===== config.mk =====
export PLATFORM = sky130hd
export DESIGN_NAME = mgfw_ctrl
export DESIGN_NICKNAME = d
export VERILOG_FILES = /design/src/rtl/core/mgfw_pkg.sv /design/src/rtl/core/mgfw_ctrl.sv
export SDC_FILE = /design/constraint.sdc
export NUM_CORES = 1
export LEC_CHECK = 0
export BUFFER_PORTS_ARGS = -buffer_cell sky130_fd_sc_hd__buf_2
export CORE_AREA = 8 8 45 47
export DETAILED_ROUTE_END_ITERATION = 7
export DIE_AREA = 0 0 53 55
export GPL_TIMING_DRIVEN = 1
export PLACE_DENSITY_LB_ADDON = 0.25
export SLEW_MARGIN = 20
export SYNTH_ARGS = -nofsm -noshare
export SYNTH_HDL_FRONTEND = slang
export SYNTH_SLANG_ARGS = --single-unit

===== constraint.sdc =====
create_clock -name clk -period 2 [get_ports clk]
set_input_delay 0.1 -clock clk [delete_from_list [all_inputs] [get_ports clk]]
set_output_delay 0.1 -clock clk [all_outputs]
set_load 0.02 [all_outputs]

===== src/rtl/core/mgfw_pkg.sv =====
// Shared types and constants for the full-weighting restriction block.
// No dependencies; used by every module of the block except mgfw_ram and mgfw_checker.
`timescale 1ns / 1ps
`default_nettype none

package mgfw_pkg;

	// Defaults for the top-level parameters
	localparam int DEF_MAX_WIDTH   = 64;
	localparam int DEF_MAX_HEIGHT  = 64;
	localparam int DEF_SAMPLE_BITS = 32;

	// Fixed field widths
	localparam int COORD_W    = 7;
	localparam int VALUE_W    = 32;
	localparam int CFG_IDX_W  = 3;
	localparam int CFG_DATA_W = 7;

	// Configuration register indexes
	localparam logic [CFG_IDX_W-1:0] REG_FINE_WIDTH  = 3'd0;
	localparam logic [CFG_IDX_W-1:0] REG_FINE_HEIGHT = 3'd1;
	localparam logic [CFG_IDX_W-1:0] REG_COARSEN_X   = 3'd2;
	localparam logic [CFG_IDX_W-1:0] REG_COARSEN_Y   = 3'd3;
	localparam logic [CFG_IDX_W-1:0] REG_WRAP_X_LOW  = 3'd4;
	localparam logic [CFG_IDX_W-1:0] REG_WRAP_X_HIGH = 3'd5;
	localparam logic [CFG_IDX_W-1:0] REG_WRAP_Y_LOW  = 3'd6;
	localparam logic [CFG_IDX_W-1:0] REG_WRAP_Y_HIGH = 3'd7;

	// Register reset values
	localparam logic [COORD_W-1:0] RST_FINE_WIDTH  = 7'd64;
	localparam logic [COORD_W-1:0] RST_FINE_HEIGHT = 7'd64;

	// Stencil tap position along one axis
	typedef enum logic [1:0] {
		TAP_LO,
		TAP_MID,
		TAP_HI
	} tap_t;

	// Controller states
	typedef enum logic [2:0] {
		ST_IDLE,
		ST_SETUP,
		ST_READ,
		ST_DRAIN,
		ST_DONE
	} state_t;

	// Controller to datapath commands
	typedef struct packed {
		logic wr;        // store the load beat's sample
		logic cap;       // capture the compute beat's coordinates
		logic setup;     // register taps and error, clear accumulator
		logic rd;        // read one stencil sample
		tap_t tap_x;
		tap_t tap_y;
		logic out_load;  // move the result into the output register
	} ctl_cmd_t;

	// Datapath to controller status
	typedef struct packed {
		logic err;       // coarse point lies outside the coarse grid
	} ctl_sts_t;

	// Next tap in x-fastest scan order
	function automatic tap_t tap_next(input tap_t t);
		tap_t r;
		unique case (t)
			TAP_LO:  r = TAP_MID;
			TAP_MID: r = TAP_HI;
			default: r = TAP_LO;
		endcase
		return r;
	endfunction

endpackage

`default_nettype wire


===== src/rtl/core/mgfw_ctrl.sv =====
// Controller state machine: input handshake, tap read sequence and
// output valid. Uses mgfw_pkg.
`timescale 1ns / 1ps
`default_nettype none

module mgfw_ctrl (
	input  wire logic               clk,
	input  wire logic               arst_n,
	input  wire logic               s_tvalid,
	input  wire logic               s_action,
	output logic                    s_tready,
	output logic                    m_tvalid,
	input  wire logic               m_tready,
	output mgfw_pkg::ctl_cmd_t      cmd,
	input  wire mgfw_pkg::ctl_sts_t sts
);

	mgfw_pkg::state_t state_q, state_d;
	mgfw_pkg::tap_t   tap_x_q, tap_y_q;
	logic             m_tvalid_q;
	logic             out_free, last_tap;

	assign out_free = !m_tvalid_q || m_tready;
	assign last_tap = (tap_x_q == mgfw_pkg::TAP_HI) && (tap_y_q == mgfw_pkg::TAP_HI);

	// Next state
	always_comb begin
		state_d = state_q;
		unique case (state_q)
			mgfw_pkg::ST_IDLE: begin
				if (s_tvalid && s_action) state_d = mgfw_pkg::ST_SETUP;
			end
			mgfw_pkg::ST_SETUP: begin
				state_d = sts.err ? mgfw_pkg::ST_DONE : mgfw_pkg::ST_READ;
			end
			mgfw_pkg::ST_READ: begin
				if (last_tap) state_d = mgfw_pkg::ST_DRAIN;
			end
			mgfw_pkg::ST_DRAIN: begin
				state_d = mgfw_pkg::ST_DONE;
			end
			mgfw_pkg::ST_DONE: begin
				if (out_free) state_d = mgfw_pkg::ST_IDLE;
			end
			default: state_d = mgfw_pkg::ST_IDLE;
		endcase
	end

	// Outputs
	always_comb begin
		s_tready     = 1'b0;
		cmd.wr       = 1'b0;
		cmd.cap      = 1'b0;
		cmd.setup    = 1'b0;
		cmd.rd       = 1'b0;
		cmd.tap_x    = tap_x_q;
		cmd.tap_y    = tap_y_q;
		cmd.out_load = 1'b0;
		unique case (state_q)
			mgfw_pkg::ST_IDLE: begin
				s_tready = 1'b1;
				cmd.wr   = s_tvalid && !s_action;
				cmd.cap  = s_tvalid && s_action;
			end
			mgfw_pkg::ST_SETUP: cmd.setup = 1'b1;
			mgfw_pkg::ST_READ:  cmd.rd = 1'b1;
			mgfw_pkg::ST_DRAIN: ;
			mgfw_pkg::ST_DONE:  cmd.out_load = out_free;
			default: ;
		endcase
	end

	// State, tap counters and output valid
	always_ff @(posedge clk or negedge arst_n) begin
		if (!arst_n) begin
			state_q    <= mgfw_pkg::ST_IDLE;
			tap_x_q    <= mgfw_pkg::TAP_LO;
			tap_y_q    <= mgfw_pkg::TAP_LO;
			m_tvalid_q <= 1'b0;
		end else begin
			state_q <= state_d;
			if (cmd.setup) begin
				tap_x_q <= mgfw_pkg::TAP_LO;
				tap_y_q <= mgfw_pkg::TAP_LO;
			end else if (cmd.rd) begin
				tap_x_q <= mgfw_pkg::tap_next(tap_x_q);
				if (tap_x_q == mgfw_pkg::TAP_HI) tap_y_q <= mgfw_pkg::tap_next(tap_y_q);
			end
			if (cmd.out_load) begin
				m_tvalid_q <= 1'b1;
			end else if (m_tready) begin
				m_tvalid_q <= 1'b0;
			end
		end
	end

	assign m_tvalid = m_tvalid_q;

endmodule

`default_nettype wire


; ---- Word level (Yosys, flattened, before mapping)
; Cells that the tools add are included.
[classes]
eq_ne = 11
muxes = 19
reduce_logical = 14
[ops]
columns = operator, n
row1 = 3-bit case mux with 5 select lines, 1
row2 = 2-bit 2-to-1 mux, 6
row3 = 3-bit 2-to-1 mux, 4
row4 = 2-bit case mux with 2 select lines, 2
row5 = 3-bit by 2-bit == test with 1-bit output (second input constant), 2
row6 = 1-bit 2-to-1 mux, 6
row7 = 2-bit != test (second input constant), 3
row8 = 2-bit nonzero test, 3
row9 = 2-bit by 1-bit == test with 1-bit output (second input constant), 2
row10 = 2-bit == test (second input constant), 2
row11 = 2-bit logical NOT, 2
row12 = 3-bit by 1-bit == test with 1-bit output (second input constant), 1
row13 = 3-bit == test (second input constant), 1
row14 = 1-bit logical AND, 3
row15 = 3-bit logical NOT, 1
row16 = 3-bit AND reduction, 1
row17 = 1-bit logical NOT, 2
row18 = 2-bit AND reduction, 1
row19 = 1-bit logical OR, 1
[word_totals]
regBits = 8
in_bits = 6
out_inout_bits = 11
wordCells = 48

; ---- Logic depth before layout (Yosys ltp)
; Gate-level depths: netlist of run 1.
[logic_depth]
ltp_word = 5
mapped_depth = 4

; ---- Worst setup path after synthesis of run 1
; OpenSTA, ideal clock, no wires.
[synth_path]
path_type = reg-to-reg
from = register state_q[2]
to = register tap_y_q[0]
t_arrival_ns = 1.496
required_ns = 1.922
setup_slack_ns = 0.426
stages_incl_launch_ff = 5
path_cell_list = dfrtp_1 -> or3b_1 -> buf_6 -> or4_1 -> a21oi_1
[synth_between]
elab_chain_cells = 4
word_cells_on_any_way = 8
cone_classes = 2 x eq/ne / 3 x mux / 3 x reduce/logical
[synth_rtl]
columns = element, line_no
row1 = "start, declared", mgfw_ctrl.sv:18  ; mgfw_pkg::state_t state_q, state_d;
row2 = "start signal, assigned", mgfw_ctrl.sv:76  ; state_q <= mgfw_pkg::ST_IDLE;
row3 = "start signal, assigned", mgfw_ctrl.sv:81  ; state_q <= state_d;
row4 = 3-bit by 1-bit == test with 1-bit output or 3-bit by 2-bit == test with 1-bit output (tied branches), mgfw_ctrl.sv:59  ; unique case (state_q)
row5 = 1-bit 2-to-1 mux, mgfw_ctrl.sv:59
row6 = 2-bit nonzero test (no line), n/a
row7 = 2-bit AND reduction (no line), n/a
row8 = "end signal, assigned", mgfw_ctrl.sv:78  ; tap_y_q <= mgfw_pkg::TAP_LO;
row9 = "end signal, assigned", mgfw_ctrl.sv:84  ; tap_y_q <= mgfw_pkg::TAP_LO;
row10 = "end signal, assigned", mgfw_ctrl.sv:87  ; if (tap_x_q == mgfw_pkg::TAP_HI) tap_y_q <= mgfw_pkg::tap_next(tap_y_q);
row11 = "end, declared", mgfw_ctrl.sv:19  ; mgfw_pkg::tap_t tap_x_q, tap_y_q;
; Parallel ways exist; a longest one is shown, timed or not.
; A chain may end at the register's enable or synchronous reset.

==> metrics.md, run 1 <==
| Metric | Value |
|---|---|
| Buffer count from post-CTS setup fixing | 0 |
| Skew final | 0.00534 ns |
| Largest net degree at the start of global routing | 10 |
| CTS tree | built |
| Status | finished, final reports clean |
| DPL Wire Length | 747 microns |
| Power per Cell Area | 1330 mW/mm^2 |
| Remaining global-route overflow | 0 |
| Crit path capture type | output port |
| Worst hold slack | 0.0513 ns |
| Cells after Synth | 42 |
| #FFs+latches synth | 8 |
| NumNets Final | 70 |
| CP Class | reg2out |
| CP arrival | 1.49 ns |
| Max-cap viol count | 0 |
| Syn. warnings | 0 |
| Synth cell types | 19 |
| Total Routing Usage GR | 7.38% |
| Xor/xnor share of the synthesized area | 0% |
| Critical path required time | 1.90 ns |
| Most common cell after layout, fill and taps aside | buf_2 |
| Peak supply drop | 0.423 mV |
| Compound-Gate Fraction of Synth Area | 16.0% |
| # IOs | 17 |
| DIE AREA | 0.00292 sq mm |
| Sequential share of the synthesized area | 50.2% |
| Initial Util | 28.8% |
| Largest family of logic cells by synthesized area | simple AND/OR/NAND/NOR gates |
| Post-CTS resize count | 0 |
| Mapped Area | 399 sq um |
| Tmin final | 1.59 ns |
| TNS Setup | 0 ns |
| Diodes inserted | 0 |
| Endpoints failing setup | 0 |
| Die X | 53 microns |
| I/O Buffers | 16 |
| Most frequent cells in the layout | 16 x buf_2, 8 x dfrtp_1, 4 x nand2_1, 4 x o21ai_0 |
| Via count | 371 |
| Least-Margin Pin Slew | 0.311 ns |
| Multiplexer share of the synthesized area | 0% |
| Share of cells above drive strength 1 | 33.9% |
| Initial drt markers | 11 |
| CTS sink cnt | 8 |
| Slew Limit Fails | 0 |
| TritonCTS buffer count | 3 |
| Post-synthesis adder-cell area fraction | 0% |
| Area grow syn2layout | 32.3% |
| Slew HR | 79.1% |
| Global-route wire length before repair | 1510 microns |
| Worst setup SP type | flip-flop |
| TritonRoute pass-1 iters | 4 |
| Worst hold path class | in2reg |
| Syn Area/Cell | 9.50 sq um |
| Total core area | 0.00138 sq mm |
| Via count of the first global-routing pass | 365 |
| Max Fclk | 0.627 GHz |
| Routability cong. | 0.714 |
| H-tree levels | 1 |
| Final WL | 957 microns |
| Post-DR wirelength/cell | 12.3 microns |
| Syn Nets | 48 |
| Worst-path clk slew | 0.06 ns |
| Final period util | 79.7% |
| Row count | 14 |
| Largest fanout on the critical path | 7 |
| Die Y | 55 microns |
| Clock root buffer | clkbuf_4 |
| Count of final hold-check violations | 0 |
| Lkg Pwr | 0.287 nW |
| Simple-Gate Fraction of Synth Area | 28.2% |
| CTS max path bufs | 2 |
| Antenna violations before repair | 0 |
| Dpl ws | 0.498 ns |
| DR vias/cell | 4.76 |
| Post-DRT Antenna Nets | 0 |
| Skew-Pair Late Insertion Delay | 0.25 ns |
| Unrepaired setup endpoints after global routing | no |
| Drt drc | 0 |
| Final setup margin | 0.406 ns |
| Pwr Total | 0.000705 W |
layout make-up:
cell class	count	area [sq um]
clock buffers	3	22.5
fillers	158	856
inverters	3	11.3
multi-input cells	30	176
flip-flops and latches	8	200
well taps	16	20.0
repair buffers	18	97.6
state kept, by name (all words and copies together), names as in the netlist:
name and cells:
state_q 3, tap_x_q 2, tap_y_q 2, m_tvalid 1
through the flow:
| stage | area, sq um | utilization [%] | std cells |
|---|---|---|---|
| after floorplan | 399 | - | 42 |
| after global placement | 495 | 35.8 | 74 |
| after detailed placement | 495 | 35.8 | 74 |
| after CTS | 528 | 38.2 | 78 |
| after global routing | 528 | 38.2 | 78 |
| final | 528 | 38.2 | 78 |
power breakdown:
| part | internal [W] | switching [W] | total (W) | leakage, nW |
|---|---|---|---|---|
| combinational | 0.000119 | 0.000195 | 0.000314 | 0.166 |
| sequential | 0.000211 | 0.0000549 | 0.000266 | 0.107 |
| clock | 0.0000688 | 0.0000561 | 0.000125 | 0.0138 |
| total | 0.000399 | 0.000306 | 0.000705 | 0.287 |
worst max-delay path, cell delays in order (launching register included):
cell and delay (ns):
dfrtp_1 0.43, or3b_2 0.55, inv_1 0.10, buf_2 0.16
cell usage after synthesis:
master | number | area [sq um]
dfrtp_1 | 8 | 200
nor2_1 | 2 | 7.51
inv_1 | 3 | 11.3
nand2_1 | 4 | 15.0
buf_6 | 1 | 11.3
nand3_1 | 2 | 10.0
and3_1 | 2 | 12.5
or3b_2 | 1 | 8.76
nor3_1 | 2 | 10.0
nor2b_1 | 1 | 6.26
o211ai_1 | 1 | 7.51
nand2b_1 | 3 | 18.8
nand3b_1 | 1 | 7.51
a21oi_1 | 1 | 5.00
o22a_1 | 1 | 8.76
o21ai_0 | 4 | 20.0
o31ai_1 | 3 | 22.5
or4_1 | 1 | 7.51
or3b_1 | 1 | 8.76
final timing paths:
kind | startpoint | endpoint | slack [ns] | cells after the start
worst min-delay path | sts | state_q[1] | 0.05 | 2
min in group asynchronous | arst_n | tap_x_q[0] | 0.21 | 2
worst max-delay path | state_q[2] | cmd[6] | 0.41 | 3
worst max register to register | state_q[2] | tap_y_q[0] | 0.50 | 3
worst min register to register | state_q[0] | state_q[0] | 0.51 | 1
max in group asynchronous | arst_n | m_tvalid | 1.61 | 2
cell families (layout without fill, tap and decap cells):
kind of cell	after synthesis	in the layout
AND/OR/NAND/NOR	20	20
buffers and inverters	4	24
AO/OA/AOI/OAI	10	10
flip-flops	8	8
what timing repair did:
item | CTS | global route
endpoints found under the setup margin | 0 | 0
hold buffers | 1 | 0
hold endpoints to repair | 8 | 0
per-layer routing:
metal / part of all wire, % / GRT usage (%)
met5: 0 / 0
met4: 2.0 / 9.05
met2: 45 / 10.5
met3: 8.4 / 2.14
met1: 45 / 7.92
No activity file was read; power rests on OpenSTA's default activity.
==> run 2, diff against run 1 <==
- ABC_AREA: default -> 1
- clock period: 2 -> 1.4 ns (I/O delays scaled with it)
==> run 2 against run 1 <==
  * Sequential share of layout area down 3.0 points
  * Synthesized cell count up 45%
  * Total power up 79%
  * Die area unchanged
  * First-iteration DRC count down 9.1%
  * Clock power up 42%
  * Critical endpoint is now cmd[8]
  * Highest routed layer unchanged
==> metrics.md, run 2 <==
| Metric | Value |
|---|---|
| Diodes inserted | 0 (unchanged) |
| Skew-Pair Late Insertion Delay | 0.25 ns (about the same) |
| Tmin final | 1.32 ns |
| Internal power | 0.000643 W (+61%) |
| Via count of the first global-routing pass | 392 (+7.4%) |
| Buffer count from post-CTS setup fixing | 0 (unchanged) |
| NumNets Final | 89 (+27%) |
| Endpoints failing setup | 0 (unchanged) |
| H-tree levels | 1 (unchanged) |
| Mapped Area | 435 sq um (+9.1%) |
| RR Endpoint | tap_y_q[0] |
| Most common cell after layout, fill and taps aside | nand2_1 |
| # IOs | 17 (unchanged) |
| Least-Margin Pin Slew | 0.257 ns (-0.0542 ns) |
| Initial drt markers | 10 (-1) |
| Clock root buffer | clkbuf_4 |
| HP Start | m_tready |
| CTS tree | built |
| Seq pwr share | 33.5% (-4.2 points) |
| Remaining global-route overflow | 0 (unchanged) |
| Largest net degree at the start of global routing | 9 (-1) |
| Largest family of logic cells by synthesized area | simple AND/OR/NAND/NOR gates |
| Finished Core Util | 41.7% (+3.5 points) |
| CP arrival | 1.25 ns (-0.24 ns) |
| Max Fclk | 0.759 GHz |
| Global-route wire length before repair | 1640 microns (+8.7%) |
| Dominant synthesized flop cell | dfrtp_1 |
| Via count | 425 (+15%) |
| Dominant cells by area after synthesis | dfrtp_1 46%, nand2_1 14%, nor2_1 9.5% |
| DPL Wire Length | 819 microns (+9.6%) |
| Largest fanout on the critical path | 5 (-2) |
| Synth cell types | 14 (-5) |
| R2r setup slk | 0.32 ns (-0.18 ns) |
| Final period util | 94.1% |
| Syn Area/Cell | 7.14 sq um (-25%) |
| Worst hold endpoint | m_tvalid |
| Worst hold path class | in2reg |
| Post-DR wirelength/cell | 10.4 microns (-15%) |
| DIE AREA | 0.00292 sq mm (unchanged) |
| Switching share of power | 49.1% (+5.7 points) |
| CP Class | reg2out |
| CTS sink cnt | 8 (unchanged) |
| Share of cells above drive strength 1 | 33.3% (-0.54 points) |
| Row count | 14 (unchanged) |
| Xor/xnor share of the synthesized area | 0% (unchanged) |
| Post-synthesis adder-cell area fraction | 0% (unchanged) |
| Worst-path clk slew | 0.06 ns (about the same) |
| # placed instances | 93 (+26%) |
| Clk pwr share | 14.1% (-3.6 points) |
| Dpl ws | 0.277 ns (-0.222 ns) |
| Slew HR | 82.8% (+3.7 points) |
| Peak supply drop | 0.943 mV (+120%) |
| Biggest register | state_q |
| Largest regs | state_q: 3 flops, tap_x_q: 2 flops, tap_y_q: 2 flops |
| Most frequent cells in the layout | 16 x nand2_1, 15 x buf_2, 11 x nor2_1 |
| Area leader, netlist | dfrtp_1 |
| I/O Buffers | 16 (unchanged) |
| Total Routing Usage GR | 7.48% (+0.11 points) |
| NetSw | 0.000621 W (+100%) |
| Unrepaired setup endpoints after global routing | no |
| Pwr Total | 0.00126 W (+79%) |
| Share of Yosys cell area claimed by the top area cell type | 46.0% (-4.2 points) |
| Drt drc | 0 (unchanged) |
| DR vias/cell | 4.38 (-7.9%) |
| Die X | 53 microns (unchanged) |
| Multiplexer share of the synthesized area | 0% (unchanged) |
| Status | finished, final reports clean |
| Lkg Pwr | 0.332 nW (+16%) |
| Post-DRT Antenna Nets | 0 (unchanged) |
| Count of final hold-check violations | 0 (unchanged) |
| Final WL | 1010 microns (+5.3%) |
| Post-synth top cells | 16 x nand2_1, 11 x nor2_1, 9 x inv_1 |
| Antenna violations before repair | 0 (unchanged) |
| R2r startpoint | state_q[1] |
| Initial Util | 31.5% (+2.6 points) |
| Total core area | 0.00138 sq mm (unchanged) |
| Syn. warnings | 0 (unchanged) |
| Compound-Gate Fraction of Synth Area | 6.90% (-9.1 points) |
| EDFF count, synth | 0 (unchanged) |
| #FFs+latches synth | 8 (unchanged) |
| Routability cong. | 0.753 (+5.5%) |
| TritonCTS buffer count | 3 (unchanged) |
| Skew final | 0.00683 ns (+0.00149 ns) |
| Most common cell in the synthesized netlist | nand2_1 |
| TritonRoute pass-1 iters | 4 (unchanged) |
| Max-cap viol count | 0 (unchanged) |
| Crit path capture type | output port |
| TNS Setup | 0 ns (unchanged) |
| Hold depth | 2 (unchanged) |
| Combinational share of power | 52.4% (+7.8 points) |
| Area grow syn2layout | 32.5% |
| Cells after Synth | 61 (+45%) |
| Worst setup SP type | flip-flop |
| CTS max path bufs | 2 (unchanged) |
| Sequential share of the synthesized area | 46.0% (-4.2 points) |
| Die Y | 55 microns (unchanged) |
| Critical path required time | 1.33 ns (-0.57 ns) |
| Power per Cell Area | 2190 mW/mm^2 (+64%) |
| Final setup margin | 0.0822 ns (-0.324 ns) |
| Slew Limit Fails | 0 (unchanged) |
| Max reg flops | 3 (unchanged) |
| Reg2reg path depth | 6 (+3) |
| Simple-Gate Fraction of Synth Area | 37.6% (+9.4 points) |
| Syn Nets | 67 (+40%) |
| Fraction of registers with async set/reset | 100% (unchanged) |
| Finished Layout Cells | 97 (+24%) |
## run 2: repair_timing
item,in CTS,in global routing
gates resized for setup,0,3
endpoints found under the setup margin,0,2
hold buffers,1,0
endpoints found under the hold margin,8,0
## run 2: layout make-up
class | count | area (sq um)
multi-input cells | 42 | 199
clock buffers | 3 | 22.5
flip-flops and latches | 8 | 201
fillers | 149 | 807
repair buffers | 17 | 92.6
inverters | 11 | 41.3
well taps | 16 | 20.0
## run 2: routing by layer
metal / GRT usage [%] / vias to the layer above / part of all wire [%]
met1: 8.68 / 183 / 48
li1: - / 230 / -
met3: 4.01 / 2 / 8.3
met5: 0 / - / 0
met2: 10.9 / 10 / 42
met4: 3.88 / 0 / 0.79
## run 2: power by group through the flow
stage / Combinational [W] / Clock [W] / Sequential, W
finish: 0.000662 / 0.000178 / 0.000424
global route: 0.000748 / 0.000189 / 0.000436
CTS: 0.000665 / 0.000178 / 0.000412
detailed placement: 0.000658 / 0 / 0.000417
global placement: 0.000656 / 0 / 0.000414
floorplan: 0.000410 / 0 / 0.000464
## run 2: kinds of logic after synthesis
family                 Yosys count
AND/OR/NAND/NOR                 37
buffers and inverters           11
flip-flops                       8
AO/OA/AOI/OAI                    5
## run 2: worst max path at each step
stage	cells past startpoint	slack, ns	end	from
after floorplan	5	0.20	cmd[8]	state_q[2]
after global placement	6	0.31	tap_y_q[0]	state_q[2]
after detailed placement	6	0.28	cmd[8]	state_q[2]
after CTS	6	0.01	cmd[8]	state_q[2]
after global routing	6	0.007	cmd[8]	state_q[2]
final	6	0.08	cmd[8]	state_q[2]
## run 2: metrics by stage
step	hold WS, ns	instance area, sq um
6_report	0.0324	577
5_1_grt	0.0500	577
4_1_cts	0.0333	568
3_5_place_dp	-0.0729	536
3_3_place_gp	-0.0680	536
2_1_floorplan	-0.226	435
## run 2: worst max-delay path, cell delays in order (launching register included)
cell	delay (ns)
dfrtp_2	0.44
nor2_4	0.15
nand2_1	0.09
inv_2	0.06
nand2_1	0.04
nor2_1	0.07
buf_4	0.14
